### src/hw/rtl/tsm_pkg.sv
// Shared types, constants and PEC helpers for the thermistor scan monitor.
// No dependencies; used by every module of the block except tsm_fifo.
`default_nettype none

package tsm_pkg;

  // Default number of monitor ICs on the chain
  localparam int unsigned CHIPS_DEF   = 4;
  // Depth of the front/back queue and of the result queue
  localparam int unsigned QUEUE_DEPTH = 2;
  // Scan geometry
  localparam int unsigned MUX_COUNT   = 3;
  localparam logic [2:0]  LAST_CHAN   = 3'd7;
  localparam logic [2:0]  SKIP_CHAN   = 3'd4;
  localparam logic [15:0] TEMP_MAX    = 16'hFFFF;

  // PEC: 15-bit CRC, poly 0x4599, seed 16, 48 message bits
  localparam int unsigned PEC_BITS = 48;
  localparam logic [14:0] PEC_POLY = 15'h4599;
  localparam logic [14:0] PEC_SEED = 15'd16;

  // Configuration register indexes
  typedef enum logic [0:0] {
    REG_OVERTEMP  = 1'b0,
    REG_UNDERTEMP = 1'b1
  } cfg_reg_e;

  // Classified readout handed from front to back
  typedef struct packed {
    logic [1:0]       mux;
    logic [2:0]       chan;
    logic [3:0]       chip;
    logic             first;
    logic             last;
    logic             rearm;
    logic [3:0]       use_mask;
    logic [3:0][15:0] reading;
    logic [1:0]       pec_errs;
  } item_t;

  // One result word
  typedef struct packed {
    logic [4:0]  scan_position;
    logic [3:0]  chip_number;
    logic [15:0] coldest_reading;
    logic [15:0] hottest_reading;
    logic [5:0]  pec_fail_count;
    logic [31:0] overtemp_count;
    logic [31:0] undertemp_count;
    logic        step_done;
  } result_t;

  // One CRC shift step, message bit in
  function automatic logic [14:0] pec_step(logic [14:0] rem, logic din);
    logic fb;
    fb = rem[14] ^ din;
    return fb ? ({rem[13:0], 1'b0} ^ PEC_POLY) : {rem[13:0], 1'b0};
  endfunction

  // Remainder contributed by each message bit alone (seed zero).
  // Bit 47 of the message is shifted in first.
  function automatic logic [PEC_BITS-1:0][14:0] pec_columns();
    logic [PEC_BITS-1:0][14:0] cols;
    logic [14:0]               rem;
    for (int k = 0; k < PEC_BITS; k++) begin
      rem = '0;
      for (int i = PEC_BITS - 1; i >= 0; i--) begin
        rem = pec_step(rem, (i == k));
      end
      cols[k] = rem;
    end
    return cols;
  endfunction

  // Remainder of the seed over an all-zero message
  function automatic logic [14:0] pec_seed_term();
    logic [14:0] rem;
    rem = PEC_SEED;
    for (int i = 0; i < PEC_BITS; i++) begin
      rem = pec_step(rem, 1'b0);
    end
    return rem;
  endfunction

  localparam logic [PEC_BITS-1:0][14:0] PEC_COLS = pec_columns();
  localparam logic [14:0]               PEC_INIT = pec_seed_term();

  // CRC is linear: seed term XOR the columns of the set message bits
  function automatic logic [15:0] pec_calc(logic [PEC_BITS-1:0] msg);
    logic [14:0] rem;
    rem = PEC_INIT;
    for (int k = 0; k < PEC_BITS; k++) begin
      if (msg[k]) begin
        rem = rem ^ PEC_COLS[k];
      end
    end
    return {rem, 1'b0};
  endfunction

  // Mismatch flag for one register group (low byte of each word first)
  function automatic logic pec_bad(logic [15:0] w0, logic [15:0] w1,
                                   logic [15:0] w2, logic [15:0] rx);
    logic [PEC_BITS-1:0] msg;
    msg = {w0[7:0], w0[15:8], w1[7:0], w1[15:8], w2[7:0], w2[15:8]};
    return pec_calc(msg) != rx;
  endfunction

endpackage

`default_nettype wire

### src/hw/rtl/tsm_fifo.sv
// Small first-word-fall-through queue of register slots.
// Depends on nothing; used twice by the top level.
`default_nettype none

module tsm_fifo #(
  parameter int unsigned WIDTH = 8,
  parameter int unsigned DEPTH = 2
) (
  input  wire logic             clk_i,
  input  wire logic             rst_ni,
  input  wire logic             push_i,
  input  wire logic [WIDTH-1:0] wdata_i,
  output logic                  full_o,
  input  wire logic             pop_i,
  output logic [WIDTH-1:0]      rdata_o,
  output logic                  empty_o
);

  localparam int unsigned PW = (DEPTH > 1) ? $clog2(DEPTH) : 1;
  localparam int unsigned CW = $clog2(DEPTH + 1);

  logic [WIDTH-1:0] slot_q [DEPTH];
  logic [PW-1:0]    wr_ptr_q, wr_ptr_d, rd_ptr_q, rd_ptr_d;
  logic [CW-1:0]    count_q, count_d;
  logic             do_push, do_pop;

  assign full_o  = (count_q == CW'(DEPTH));
  assign empty_o = (count_q == '0);
  assign do_push = push_i && !full_o;
  assign do_pop  = pop_i && !empty_o;
  assign rdata_o = slot_q[rd_ptr_q];

  // pointer and fill count update
  always_comb begin
    wr_ptr_d = wr_ptr_q;
    rd_ptr_d = rd_ptr_q;
    count_d  = count_q;
    if (do_push) begin
      wr_ptr_d = (wr_ptr_q == PW'(DEPTH - 1)) ? '0 : wr_ptr_q + PW'(1);
    end
    if (do_pop) begin
      rd_ptr_d = (rd_ptr_q == PW'(DEPTH - 1)) ? '0 : rd_ptr_q + PW'(1);
    end
    case ({do_push, do_pop})
      2'b10:   count_d = count_q + CW'(1);
      2'b01:   count_d = count_q - CW'(1);
      default: count_d = count_q;
    endcase
  end

  always_ff @(posedge clk_i or negedge rst_ni) begin
    if (!rst_ni) begin
      wr_ptr_q <= '0;
      rd_ptr_q <= '0;
      count_q  <= '0;
    end else begin
      wr_ptr_q <= wr_ptr_d;
      rd_ptr_q <= rd_ptr_d;
      count_q  <= count_d;
    end
  end

  // data slots, no reset
  always_ff @(posedge clk_i) begin
    if (do_push) begin
      slot_q[wr_ptr_q] <= wdata_i;
    end
  end

endmodule

`default_nettype wire

### src/hw/rtl/tsm_front.sv
// Front end: tracks scan position and IC, applies skip rules, checks PECs.
// Depends on tsm_pkg.
`default_nettype none

module tsm_front #(
  parameter int unsigned CHIPS = tsm_pkg::CHIPS_DEF
) (
  input  wire logic        clk_i,
  input  wire logic        rst_ni,
  input  wire logic        push_i,
  input  wire logic        q_full_i,
  input  wire logic [15:0] group_a_word0_i,
  input  wire logic [15:0] group_a_word1_i,
  input  wire logic [15:0] group_a_word2_i,
  input  wire logic [15:0] group_c_word0_i,
  input  wire logic [15:0] group_c_word1_i,
  input  wire logic [15:0] group_c_word2_i,
  input  wire logic [15:0] pec_a_received_i,
  input  wire logic [15:0] pec_c_received_i,
  output logic             item_valid_o,
  output tsm_pkg::item_t   item_o
);

  logic [1:0] mux_q, mux_d;
  logic [2:0] chan_q, chan_d;
  logic [3:0] chip_q, chip_d;
  logic       accept, first, last, pec_a_bad, pec_c_bad;

  assign accept       = push_i && !q_full_i;
  assign item_valid_o = accept;
  assign first        = (chip_q == 4'd0);
  assign last         = (chip_q >= 4'(CHIPS - 1));

  // PEC checks of both register groups
  assign pec_a_bad = tsm_pkg::pec_bad(group_a_word0_i, group_a_word1_i,
                                      group_a_word2_i, pec_a_received_i);
  assign pec_c_bad = tsm_pkg::pec_bad(group_c_word0_i, group_c_word1_i,
                                      group_c_word2_i, pec_c_received_i);

  // classify the readout
  always_comb begin
    item_o          = '0;
    item_o.mux      = mux_q;
    item_o.chan     = chan_q;
    item_o.chip     = chip_q;
    item_o.first    = first;
    item_o.last     = last;
    item_o.rearm    = first && (mux_q == 2'd0) && (chan_q == tsm_pkg::LAST_CHAN);
    // a0: not on mux 0 below channel 7; not on IC 0 at channel 7 of mux 0 or 2
    item_o.use_mask[0] = ((mux_q != 2'd0) || (chan_q == tsm_pkg::LAST_CHAN)) &&
                         !(first && (chan_q == tsm_pkg::LAST_CHAN) &&
                           ((mux_q == 2'd0) || (mux_q == 2'd2)));
    // a1: broken on IC 1, mux 2, channel 4
    item_o.use_mask[1] = !((chip_q == 4'd1) && (mux_q == 2'd2) &&
                           (chan_q == tsm_pkg::SKIP_CHAN));
    // a2: broken on IC 1, mux 1, channel 4
    item_o.use_mask[2] = !((chip_q == 4'd1) && (mux_q == 2'd1) &&
                           (chan_q == tsm_pkg::SKIP_CHAN));
    // c0: only upper channels of mux 0
    item_o.use_mask[3] = (mux_q != 2'd0) || (chan_q >= tsm_pkg::SKIP_CHAN);
    item_o.reading     = {group_c_word0_i, group_a_word2_i,
                          group_a_word1_i, group_a_word0_i};
    item_o.pec_errs    = {1'b0, pec_a_bad} + {1'b0, pec_c_bad};
  end

  // scan position advance
  always_comb begin
    mux_d  = mux_q;
    chan_d = chan_q;
    chip_d = chip_q;
    if (accept) begin
      if (last) begin
        chip_d = 4'd0;
        chan_d = chan_q + 3'd1;
        if (chan_q == tsm_pkg::LAST_CHAN) begin
          mux_d = (mux_q >= 2'(tsm_pkg::MUX_COUNT - 1)) ? 2'd0 : mux_q + 2'd1;
        end
      end else begin
        chip_d = chip_q + 4'd1;
      end
    end
  end

  always_ff @(posedge clk_i or negedge rst_ni) begin
    if (!rst_ni) begin
      mux_q  <= '0;
      chan_q <= '0;
      chip_q <= '0;
    end else begin
      mux_q  <= mux_d;
      chan_q <= chan_d;
      chip_q <= chip_d;
    end
  end

endmodule

`default_nettype wire

### src/hw/rtl/tsm_back.sv
// Back end: extremes, PEC fail count and threshold counters.
// Depends on tsm_pkg.
`default_nettype none

module tsm_back (
  input  wire logic           clk_i,
  input  wire logic           rst_ni,
  input  wire logic           item_valid_i,
  input  wire tsm_pkg::item_t item_i,
  input  wire logic           res_full_i,
  input  wire logic [15:0]    over_thr_i,
  input  wire logic [15:0]    under_thr_i,
  output logic                item_pop_o,
  output logic                res_valid_o,
  output tsm_pkg::result_t    res_o
);

  logic [15:0] coldest_q, coldest_d, hottest_q, hottest_d;
  logic [31:0] over_q, over_d, under_q, under_d;
  logic [5:0]  pec_q, pec_d;
  logic [15:0] cold_base, hot_base;
  logic [3:0][15:0] hi, lo;
  logic [15:0] hi01, hi23, hi_max, lo01, lo23, lo_min;
  logic        take;

  assign take        = item_valid_i && !res_full_i;
  assign item_pop_o  = take;
  assign res_valid_o = take;

  // unused readings drop out of the max/min
  always_comb begin
    for (int i = 0; i < 4; i++) begin
      hi[i] = item_i.use_mask[i] ? item_i.reading[i] : 16'd0;
      lo[i] = item_i.use_mask[i] ? item_i.reading[i] : tsm_pkg::TEMP_MAX;
    end
  end

  // max/min trees
  assign hi01   = (hi[1] > hi[0]) ? hi[1] : hi[0];
  assign hi23   = (hi[3] > hi[2]) ? hi[3] : hi[2];
  assign hi_max = (hi23 > hi01) ? hi23 : hi01;
  assign lo01   = (lo[1] < lo[0]) ? lo[1] : lo[0];
  assign lo23   = (lo[3] < lo[2]) ? lo[3] : lo[2];
  assign lo_min = (lo23 < lo01) ? lo23 : lo01;

  // re-arm at the start of mux 0 channel 7
  assign cold_base = item_i.rearm ? 16'd0 : coldest_q;
  assign hot_base  = item_i.rearm ? tsm_pkg::TEMP_MAX : hottest_q;

  always_comb begin
    coldest_d = (hi_max > cold_base) ? hi_max : cold_base;
    hottest_d = (lo_min < hot_base) ? lo_min : hot_base;
    pec_d     = (item_i.first ? 6'd0 : pec_q) + {4'd0, item_i.pec_errs};
    over_d    = over_q;
    under_d   = under_q;
    // thresholds tested once per step
    if (item_i.last) begin
      if (hottest_d < over_thr_i) begin
        over_d = over_q + 32'd1;
      end
      if (coldest_d > under_thr_i) begin
        under_d = under_q + 32'd1;
      end
    end
  end

  always_comb begin
    res_o                 = '0;
    res_o.scan_position   = {item_i.mux, item_i.chan};
    res_o.chip_number     = item_i.chip;
    res_o.coldest_reading = coldest_d;
    res_o.hottest_reading = hottest_d;
    res_o.pec_fail_count  = pec_d;
    res_o.overtemp_count  = over_d;
    res_o.undertemp_count = under_d;
    res_o.step_done       = item_i.last;
  end

  always_ff @(posedge clk_i or negedge rst_ni) begin
    if (!rst_ni) begin
      coldest_q <= '0;
      hottest_q <= tsm_pkg::TEMP_MAX;
      over_q    <= '0;
      under_q   <= '0;
      pec_q     <= '0;
    end else if (take) begin
      coldest_q <= coldest_d;
      hottest_q <= hottest_d;
      over_q    <= over_d;
      under_q   <= under_d;
      pec_q     <= pec_d;
    end
  end

endmodule

`default_nettype wire

### src/hw/rtl/thermistor_scan_monitor_core.sv
// Top level of the thermistor scan monitor: config registers, front, back, queues.
// Depends on tsm_pkg, tsm_fifo, tsm_front, tsm_back.
//
// Usage: each readout word is one monitor IC's auxiliary data (groups A and C plus
// both received PECs), pushed with push while full is low. ICs of one scan step
// come in order 0..CHIPS-1; the block tracks mux/channel/IC itself. Every readout
// yields one result word, popped with pop while empty is low; the oldest result
// is always on the result ports.
// A pushed word reaches the result ports through two register stages: the
// front/back queue and the result queue.
// Throughput: one word per cycle while the result queue has room, as the back end
// updates the extremes and counters as it takes each word.
// Reset clears scan position, extremes (coldest 0, hottest 0xFFFF), counters,
// thresholds (over 0, under 0xFFFF) and both queues.
// When the receiver stalls the result queue fills, the back end holds, the
// front/back queue fills and full rises; nothing is dropped. The user must
// write thresholds via cfg_we_i/cfg_idx_i/cfg_wdata_i only while idle; unenforced.
`default_nettype none

module thermistor_scan_monitor_core #(
  parameter int unsigned CHIPS = tsm_pkg::CHIPS_DEF
) (
  input  wire logic        clk_i,
  input  wire logic        rst_ni,
  // config
  input  wire logic        cfg_we_i,
  input  wire logic [0:0]  cfg_idx_i,
  input  wire logic [15:0] cfg_wdata_i,
  // readout in
  input  wire logic        push,
  output logic             full,
  input  wire logic [15:0] group_a_word0_i,
  input  wire logic [15:0] group_a_word1_i,
  input  wire logic [15:0] group_a_word2_i,
  input  wire logic [15:0] group_c_word0_i,
  input  wire logic [15:0] group_c_word1_i,
  input  wire logic [15:0] group_c_word2_i,
  input  wire logic [15:0] pec_a_received_i,
  input  wire logic [15:0] pec_c_received_i,
  // results out
  output logic             empty,
  input  wire logic        pop,
  output logic [4:0]       scan_position_o,
  output logic [3:0]       chip_number_o,
  output logic [15:0]      coldest_reading_o,
  output logic [15:0]      hottest_reading_o,
  output logic [5:0]       pec_fail_count_o,
  output logic [31:0]      overtemp_count_o,
  output logic [31:0]      undertemp_count_o,
  output logic             step_done_o
);

  localparam int unsigned ITEM_W = $bits(tsm_pkg::item_t);
  localparam int unsigned RES_W  = $bits(tsm_pkg::result_t);

  logic [15:0]      over_thr_q, under_thr_q;
  tsm_pkg::item_t   front_item, back_item;
  tsm_pkg::result_t back_res, out_res;
  logic             front_valid, mid_full, mid_empty, mid_pop;
  logic             res_valid, res_full;

  // threshold registers
  always_ff @(posedge clk_i or negedge rst_ni) begin
    if (!rst_ni) begin
      over_thr_q  <= '0;
      under_thr_q <= tsm_pkg::TEMP_MAX;
    end else if (cfg_we_i) begin
      case (tsm_pkg::cfg_reg_e'(cfg_idx_i))
        tsm_pkg::REG_OVERTEMP:  over_thr_q  <= cfg_wdata_i;
        tsm_pkg::REG_UNDERTEMP: under_thr_q <= cfg_wdata_i;
        default: ;
      endcase
    end
  end

  tsm_front #(
    .CHIPS(CHIPS)
  ) u_front (
    .clk_i,
    .rst_ni,
    .push_i          (push),
    .q_full_i        (mid_full),
    .group_a_word0_i,
    .group_a_word1_i,
    .group_a_word2_i,
    .group_c_word0_i,
    .group_c_word1_i,
    .group_c_word2_i,
    .pec_a_received_i,
    .pec_c_received_i,
    .item_valid_o    (front_valid),
    .item_o          (front_item)
  );

  assign full = mid_full;

  // front to back queue
  tsm_fifo #(
    .WIDTH(ITEM_W),
    .DEPTH(tsm_pkg::QUEUE_DEPTH)
  ) u_mid_q (
    .clk_i,
    .rst_ni,
    .push_i  (front_valid),
    .wdata_i (front_item),
    .full_o  (mid_full),
    .pop_i   (mid_pop),
    .rdata_o (back_item),
    .empty_o (mid_empty)
  );

  tsm_back u_back (
    .clk_i,
    .rst_ni,
    .item_valid_i (!mid_empty),
    .item_i       (back_item),
    .res_full_i   (res_full),
    .over_thr_i   (over_thr_q),
    .under_thr_i  (under_thr_q),
    .item_pop_o   (mid_pop),
    .res_valid_o  (res_valid),
    .res_o        (back_res)
  );

  // result queue
  tsm_fifo #(
    .WIDTH(RES_W),
    .DEPTH(tsm_pkg::QUEUE_DEPTH)
  ) u_res_q (
    .clk_i,
    .rst_ni,
    .push_i  (res_valid),
    .wdata_i (back_res),
    .full_o  (res_full),
    .pop_i   (pop),
    .rdata_o (out_res),
    .empty_o (empty)
  );

  assign scan_position_o   = out_res.scan_position;
  assign chip_number_o     = out_res.chip_number;
  assign coldest_reading_o = out_res.coldest_reading;
  assign hottest_reading_o = out_res.hottest_reading;
  assign pec_fail_count_o  = out_res.pec_fail_count;
  assign overtemp_count_o  = out_res.overtemp_count;
  assign undertemp_count_o = out_res.undertemp_count;
  assign step_done_o       = out_res.step_done;

  // step end is flagged exactly on the last IC
  assert property (@(posedge clk_i) disable iff (!rst_ni)
    !empty |-> (step_done_o == (chip_number_o == 4'(CHIPS - 1))))
    else $error("step_done does not match last IC");

  // at most two PEC failures per IC within one step
  assert property (@(posedge clk_i) disable iff (!rst_ni)
    !empty |-> (pec_fail_count_o <= ({1'b0, chip_number_o, 1'b0} + 6'd2)))
    else $error("PEC fail count exceeds two per IC");

  // scan position stays within three muxes of eight channels
  assert property (@(posedge clk_i) disable iff (!rst_ni)
    !empty |-> (scan_position_o < 5'd24))
    else $error("scan position out of range");

endmodule

`default_nettype wire
### config.mk
export PLATFORM = sky130hd
export DESIGN_NAME = thermistor_scan_monitor_core
export DESIGN_NICKNAME = d
export VERILOG_FILES = /design/src/hw/rtl/tsm_pkg.sv /design/src/hw/rtl/tsm_fifo.sv /design/src/hw/rtl/tsm_front.sv /design/src/hw/rtl/tsm_back.sv /design/src/hw/rtl/thermistor_scan_monitor_core.sv
export SDC_FILE = /design/constraint.sdc
export NUM_CORES = 1
export LEC_CHECK = 0
export BUFFER_PORTS_ARGS = -buffer_cell sky130_fd_sc_hd__clkbuf_2
export CORE_ASPECT_RATIO = 2
export CORE_MARGIN = 5
export CORE_UTILIZATION = 60
export CTS_CLUSTER_SIZE = 28
export DETAILED_ROUTE_END_ITERATION = 6
export HOLD_SLACK_MARGIN = 0.1
export PLACE_DENSITY_LB_ADDON = 0.2
export SYNTH_ARGS = -nofsm -noshare
export SYNTH_HDL_FRONTEND = slang
export SYNTH_SLANG_ARGS = --single-unit
### constraint.sdc
create_clock -name clk_i -period 14.3 [get_ports clk_i]
set_input_delay 1.43 -clock clk_i [delete_from_list [all_inputs] [get_ports clk_i]]
set_output_delay 1.43 -clock clk_i [all_outputs]
set_load 0.01 [all_outputs]
==> qor.yml, run 1 <==
hold_start: "u_back.hottest_q[0]"
finalSetupViolations: 0
htree_levels: 2
rows: 118
grt.overflow.total: 0
insertion_delay_ns: 0.58
antenna_cells: 0
crit_arrival_ns: 13.01
path_max_fanout: 63
drive_above_1_share_pct: 21.3
critPathSlowestCell: "o21ai_0"
place_ws_ns: 1.93
crit_path_frequent_cell: "a21oi_1"
wire_per_inst_um: 23.6
die_area_sq_um: 57300
coreArea_sq_um: 51800
cts_buffer_depth: 3
initial_core_util_pct: 60.7
syn_inst: 2738
tightest_slew_ns: 1.49
yosysWarnings: 0
gp_congestion: 0.965
cts_hold_buffers: 0
fmax_mhz: 78.7
clock_sinks: 539
hold_violations: 0
synth.distinct_cells: 79
reg2regPathDepth: 38
hp-class: "flop to flop"
layout_setup_ws_ns: 1.60
portBuffers: 263
layout_common_cells: "xnor2_1 (413), edfxtp_1 (388), clkbuf_2 (262)"
min_path_cells: 2
cts_root_buf: "clkbuf_16"
min_period_ns: 12.70
grt_use_met3_pct: 3.46
via_count: 22000
r2r_end: "u_res_q.slot_q[0][64]"
grtUsageMet1_pct: 28.9
ys_seq_elements: 539
grt_max_degree: 95
cts_setup_buffers: 0
cts.clk_slew.worst_paths_ns: 0.07
grt_usage_pct: 29.9
synthToLayoutAreaGrowth_pct: 10.9
synth_area_sq_um: 31400
ant_nets: 0
antenna_found_initial: 0
startpoint_type: "flop"
fin_nets: 3278
chipHeight_um: 334
first_pass_iters: 5
dpl.hpwl_um: 67900
cts_resized: 0
outcome: "finished, violations left"
synth_edf_count: 388
layout_commonest_cell: "xnor2_1"
cap_violations: 1
critPathMaxStageDelay_ns: 1.16
relSlewSlack_pct: -0.420
ios: 264
rsz0062_at_grt: "no"
finalCritPeriodShare_pct: 88.8
setup_tns_ns: 0
r2r_setup_slack_ns: 1.60
grt_pass1_wl_um: 130000
fp.dieW_um: 172
required_ns: 14.61
fin_skew_ns: 0.0168
routed_via_density: 6.01
busiest_layer: "met2"
cp-end-kind: "flop"
synth-main-ff-cell: "edfxtp_1"
syn_area_per_cell_sq_um: 11.5
cts_made_buffers: 44
grt_pass1_vias: 22900
cts_tree: "done"
finalMaxSlewViolations: 1
violations: "max-capacitance violations, max-slew violations"
holdPathEnd: "u_back.hottest_q[0]"
detail_route.wirelength_um: 86500
drt_iter0_markers: 1453
seq_area_frac_synth_pct: 49.2
synthesis.nets: 3054
r2r-start: "u_mid_q.rd_ptr_q"
synthArstFlopShare_pct: 28.0
met2_usage_pct: 55.7
critical_path_class: "flop to flop"
drc: 0
==> cells in the mapped netlist (29+ instances only) <==
library cell | number | area, sq um
o21ai_0 | 60 | 300
clkbuf_1 | 82 | 308
dfstp_2 | 32 | 841
and3_1 | 29 | 181
xor2_1 | 111 | 972
inv_1 | 121 | 454
mux2_2 | 183 | 2060
o21ai_1 | 32 | 160
nand2_1 | 219 | 822
edfxtp_1 | 388 | 11700
nand3_1 | 75 | 375
ha_1 | 165 | 2060
nand4_1 | 58 | 363
xnor2_1 | 413 | 3620
nor2_1 | 143 | 537
dfrtp_1 | 119 | 2980
a21o_1 | 30 | 225
nor3_1 | 71 | 355
a21oi_1 | 74 | 370
mux2i_1 | 73 | 731
==> registers in the layout (all words and copies together) (netlist names), 2 cells and up <==
register and flops:
u_back.hottest_q 16, u_back.coldest_q 16, u_front.chan_q 3, under_thr_q 16, u_mid_q.count_q 2, over_thr_q 16, u_mid_q.slot_q 164, u_back.under_q 32
u_back.over_q 32, u_front.mux_q 2, u_res_q.count_q 2, u_front.chip_q 4, u_back.pec_q 6, u_res_q.slot_q 224
==> critical path: cells and delay by family, from the launching register on <==
family                   cells  cell delay [ns]
adder cells (fa/ha/maj)      4             1.27
buffers and inverters        2             0.29
AND/OR/NAND/NOR             10             2.90
AO/OA/AOI/OAI               20             6.42
multiplexers                 1             0.37
XOR/XNOR                     1             0.15
flip-flops                   1             0.94
==> cell families (layout without fill, tap and decap cells) <==
family                   count (synthesis)  count (layout)  share of synthesized area, %
AO/OA/AOI/OAI                          316             316                          6.65
XOR/XNOR                               526             526                          14.7
adder cells (fa/ha/maj)                167             167                          6.67
buffers and inverters                  235             495                          2.95
flip-flops                             539             539                          49.2
multiplexers                           259             259                          9.00
AND/OR/NAND/NOR                        696             696                          10.8
==> routing by layer <==
layer  up-vias  wire length (um)
met2       865             46700
met3       304              4040
met1     10600             27300
met5         -                 0
li1      10200                 -
met4         0              8450
==> layout make-up <==
| type | instances | area [sq um] |
|---|---|---|
| repair buffers | 291 | 1530 |
| clock inverters | 28 | 300 |
| well taps | 660 | 826 |
| inverters | 122 | 458 |
| fillers | 3943 | 17000 |
| clock buffers | 54 | 1170 |
| flip-flops and latches | 539 | 15500 |
| multi-input cells | 1964 | 15100 |
==> worst max path at each step <==
stage,endpoint,start,slack (ns),depth (start not counted)
final,u_res_q.slot_q[0][64],u_mid_q.rd_ptr_q,1.60,38
after floorplan,u_res_q.slot_q[0][29],u_mid_q.rd_ptr_q,4.20,49
after CTS,u_res_q.slot_q[0][64],u_mid_q.rd_ptr_q,1.90,38
after global placement,u_res_q.slot_q[0][39],u_mid_q.rd_ptr_q,2.10,38
after global routing,u_res_q.slot_q[1][39],u_mid_q.rd_ptr_q,0.65,38
after detailed placement,u_res_q.slot_q[1][43],u_mid_q.rd_ptr_q,1.93,38
==> through the flow <==
step / instances / instance area [sq um] / hold WS (ns) / util [%]
after global placement: 3576 / 33400 / 0.445 / 64.4
after detailed placement: 3576 / 33400 / 0.462 / 64.4
final: 3658 / 34900 / 0.468 / 67.3
after global routing: 3658 / 34900 / 0.513 / 67.3
after CTS: 3658 / 34900 / 0.471 / 67.3
after floorplan: 2738 / 31400 / 0.436 / -
Power of run 1 is not shown: default switching activity piles up to over one toggle a cycle in this logic, so the estimate is an artifact.
==> run 2: changes to the inputs <==
ABC_AREA = 1   (was default)
CORE_MARGIN = 2   (was 5)
==> run 2 against run 1 <==
Compared with the run above: the flow now finishes without violations; critical path depth rose by 13; first-iteration DRC count rose by 13%; critical endpoint is now u_back.under_q[29]; utilization decreased by 0.78 points; die area down 0.12%; wire length up 9.2%; worst setup slack better by 1.6 ns; fmax up 14%; via count up 15%; sequential share of layout area shrank 1.7 points; flip-flop and latch count did not move; register-to-register slack gained 1.6 ns; count of clock-buffer cells in the layout up 7.
==> qor.yml, run 2 <==
outcome: "complete, no violations"
hp-class: "flop to flop"
busiest_layer: "met2"
synthAdderAreaFrac_pct: 6.29
finalCritPeriodShare_pct: 77.9
clock_sinks: 539
initial_core_util_pct: 60.8
cap_violations: 0
synth_xor_area_share_pct: 16.8
yosysWarnings: 0
layout_common_cells: "nand2_1 (1168), edfxtp_1 (388), xnor2_1 (374)"
ios: 264
crit_path_frequent_cell: "nand2_1"
gp_congestion: 0.989
synth_top_family_by_area: "simple AND/OR/NAND/NOR gates"
top_regs: "u_res_q.slot_q: 224 flops, u_mid_q.slot_q: 164 flops"
synthToLayoutAreaGrowth_pct: 9.29
crit_arrival_ns: 11.60
htree_levels: 2
critPathMaxStageDelay_ns: 0.69
largest_reg_flops: 224
min_period_ns: 11.13
syn_inst: 3692
syn_area_per_cell_sq_um: 8.98
first_pass_iters: 5
dpl.hpwl_um: 73800
finalSetupViolations: 0
ant_nets: 0
critPathSlowestCell: "dfrtp_4"
netlist_top_cells_count: "nand2_1 (1168), edfxtp_1 (388), xnor2_1 (374)"
detail_route.wirelength_um: 94500
yosys.area.top_type: "edfxtp_1"
relSlewSlack_pct: 21.6
synth-main-ff-cell: "edfxtp_1"
coreArea_sq_um: 54500
grt_use_met3_pct: 4.68
cp-end-kind: "flop"
yosys.area_share.simple_pct: 19.2
cts_buffer_depth: 3
chipHeight_um: 336
grt_max_degree: 93
critical_path_class: "flop to flop"
portBuffers: 263
rows: 121
layout_commonest_cell: "nand2_1"
cts_resized: 0
wire_per_inst_um: 20.7
cts_made_buffers: 44
grt_usage_pct: 33.4
drc: 0
met2_usage_pct: 64.8
grt_pass1_wl_um: 142000
synth.distinct_cells: 47
ys_seq_elements: 539
cts_root_buf: "clkbuf_16"
fin_skew_ns: 0.0116
cts.clk_slew.worst_paths_ns: 0.08
cts_setup_buffers: 0
synthesis.nets: 4008
synth_area_sq_um: 33200
finalMaxSlewViolations: 0
setup_tns_ns: 0
required_ns: 14.77
synth_compound_area_share_pct: 5.14
synth_top_area_share_pct: 35.1
routed_via_density: 5.55
grtUsageMet1_pct: 30.1
synthTopCellsByArea: "edfxtp_1 (35%), nand2_1 (13%), xnor2_1 (9.9%)"
fp.dieW_um: 170
synth_edf_count: 388
cts_hold_buffers: 0
rsz0062_at_grt: "no"
antenna_found_initial: 8
yosysMostFrequentCell: "nand2_1"
insertion_delay_ns: 0.58
synthArstFlopShare_pct: 28.0
tightest_slew_ns: 1.16
grt_pass1_vias: 25700
fin_nets: 4155
synthMuxAreaShare_pct: 0.940
path_max_fanout: 33
startpoint_type: "flop"
via_count: 25300
hold_violations: 0
drive_above_1_share_pct: 10.6
top_register: "u_res_q.slot_q"
seq_area_frac_synth_pct: 46.7
grt.overflow.total: 0
die_area_sq_um: 57300
drt_iter0_markers: 1640
cts_tree: "done"
fmax_mhz: 89.8
-- run 2: cell count changes in the layout (fill, tap and decap cells not counted), sizes merged, moves of 43 or more --
cell   change
o21ai    +125
inv      +122
nor3      -43
nand2    +956
mux2     -184
mux2i     -44
xor2     +151
-- run 2: metrics by stage --
stage                     worst slack, ns  util (%)  hold slack (ns)  cell area [sq um]  instances
after global routing                 2.09      66.5            0.493              36200       4551
final                                3.17      66.5            0.467              36200       4554
after detailed placement             3.36      63.9            0.459              34800       4469
after CTS                            3.32      66.5            0.469              36200       4550
after floorplan                      5.03         -            0.448              33200       3692
after global placement               3.43      63.9            0.455              34800       4469
-- run 2: logic make-up after synthesis --
group	Yosys count
compound gates	319
buf+inv	429
simple gates	1572
flops	539
mux	31
fa+ha+maj	166
xor+xnor	636
-- run 2: path summary, 6_finish.rpt --
| kind | startpoint | to | slack (ns) | cells after the start |
|---|---|---|---|---|
| min in group asynchronous | rst_ni | u_back.over_q[14] | 0.91 | 1 |
| worst min-delay path | u_back.hottest_q[4] | u_back.hottest_q[4] | 0.47 | 2 |
| worst min register to register | u_back.hottest_q[4] | u_back.hottest_q[4] | 0.47 | 2 |
| max in group asynchronous | rst_ni | u_mid_q.rd_ptr_q | 11.82 | 2 |
| worst max register to register | u_mid_q.rd_ptr_q | u_back.under_q[29] | 3.17 | 51 |
| worst max-delay path | u_mid_q.rd_ptr_q | u_back.under_q[29] | 3.17 | 51 |
-- run 2: area by class of cell --
cell class	instances	area, sq um
multi-input combinational	2724	16100
sequential	539	15500
inverter	245	922
timing repair buffer	285	1490
fill	4565	18300
clock inverter	20	219
tap	676	846
clock buffer	61	1200
antenna	4	10.0
-- run 2: metal layers --
| metal | part of all wire (%) | up-vias |
|---|---|---|
| met5 | 0.054 | - |
| met3 | 4.5 | 339 |
| li1 | - | 12300 |
| met1 | 32 | 11800 |
| met2 | 54 | 813 |
| met4 | 9.6 | 8 |
-- run 2: critical path, delay by kind of cell, from the launching register on --
| kind | cells | cell delay (ns) |
|---|---|---|
| adder cells (fa/ha/maj) | 4 | 1.26 |
| multiplexers | 1 | 0.59 |
| buffers and inverters | 4 | 0.93 |
| XOR/XNOR | 1 | 0.26 |
| flip-flops | 1 | 0.69 |
| AO/OA/AOI/OAI | 14 | 3.21 |
| AND/OR/NAND/NOR | 27 | 4.01 |
Power of run 2 is left out for the same reason.
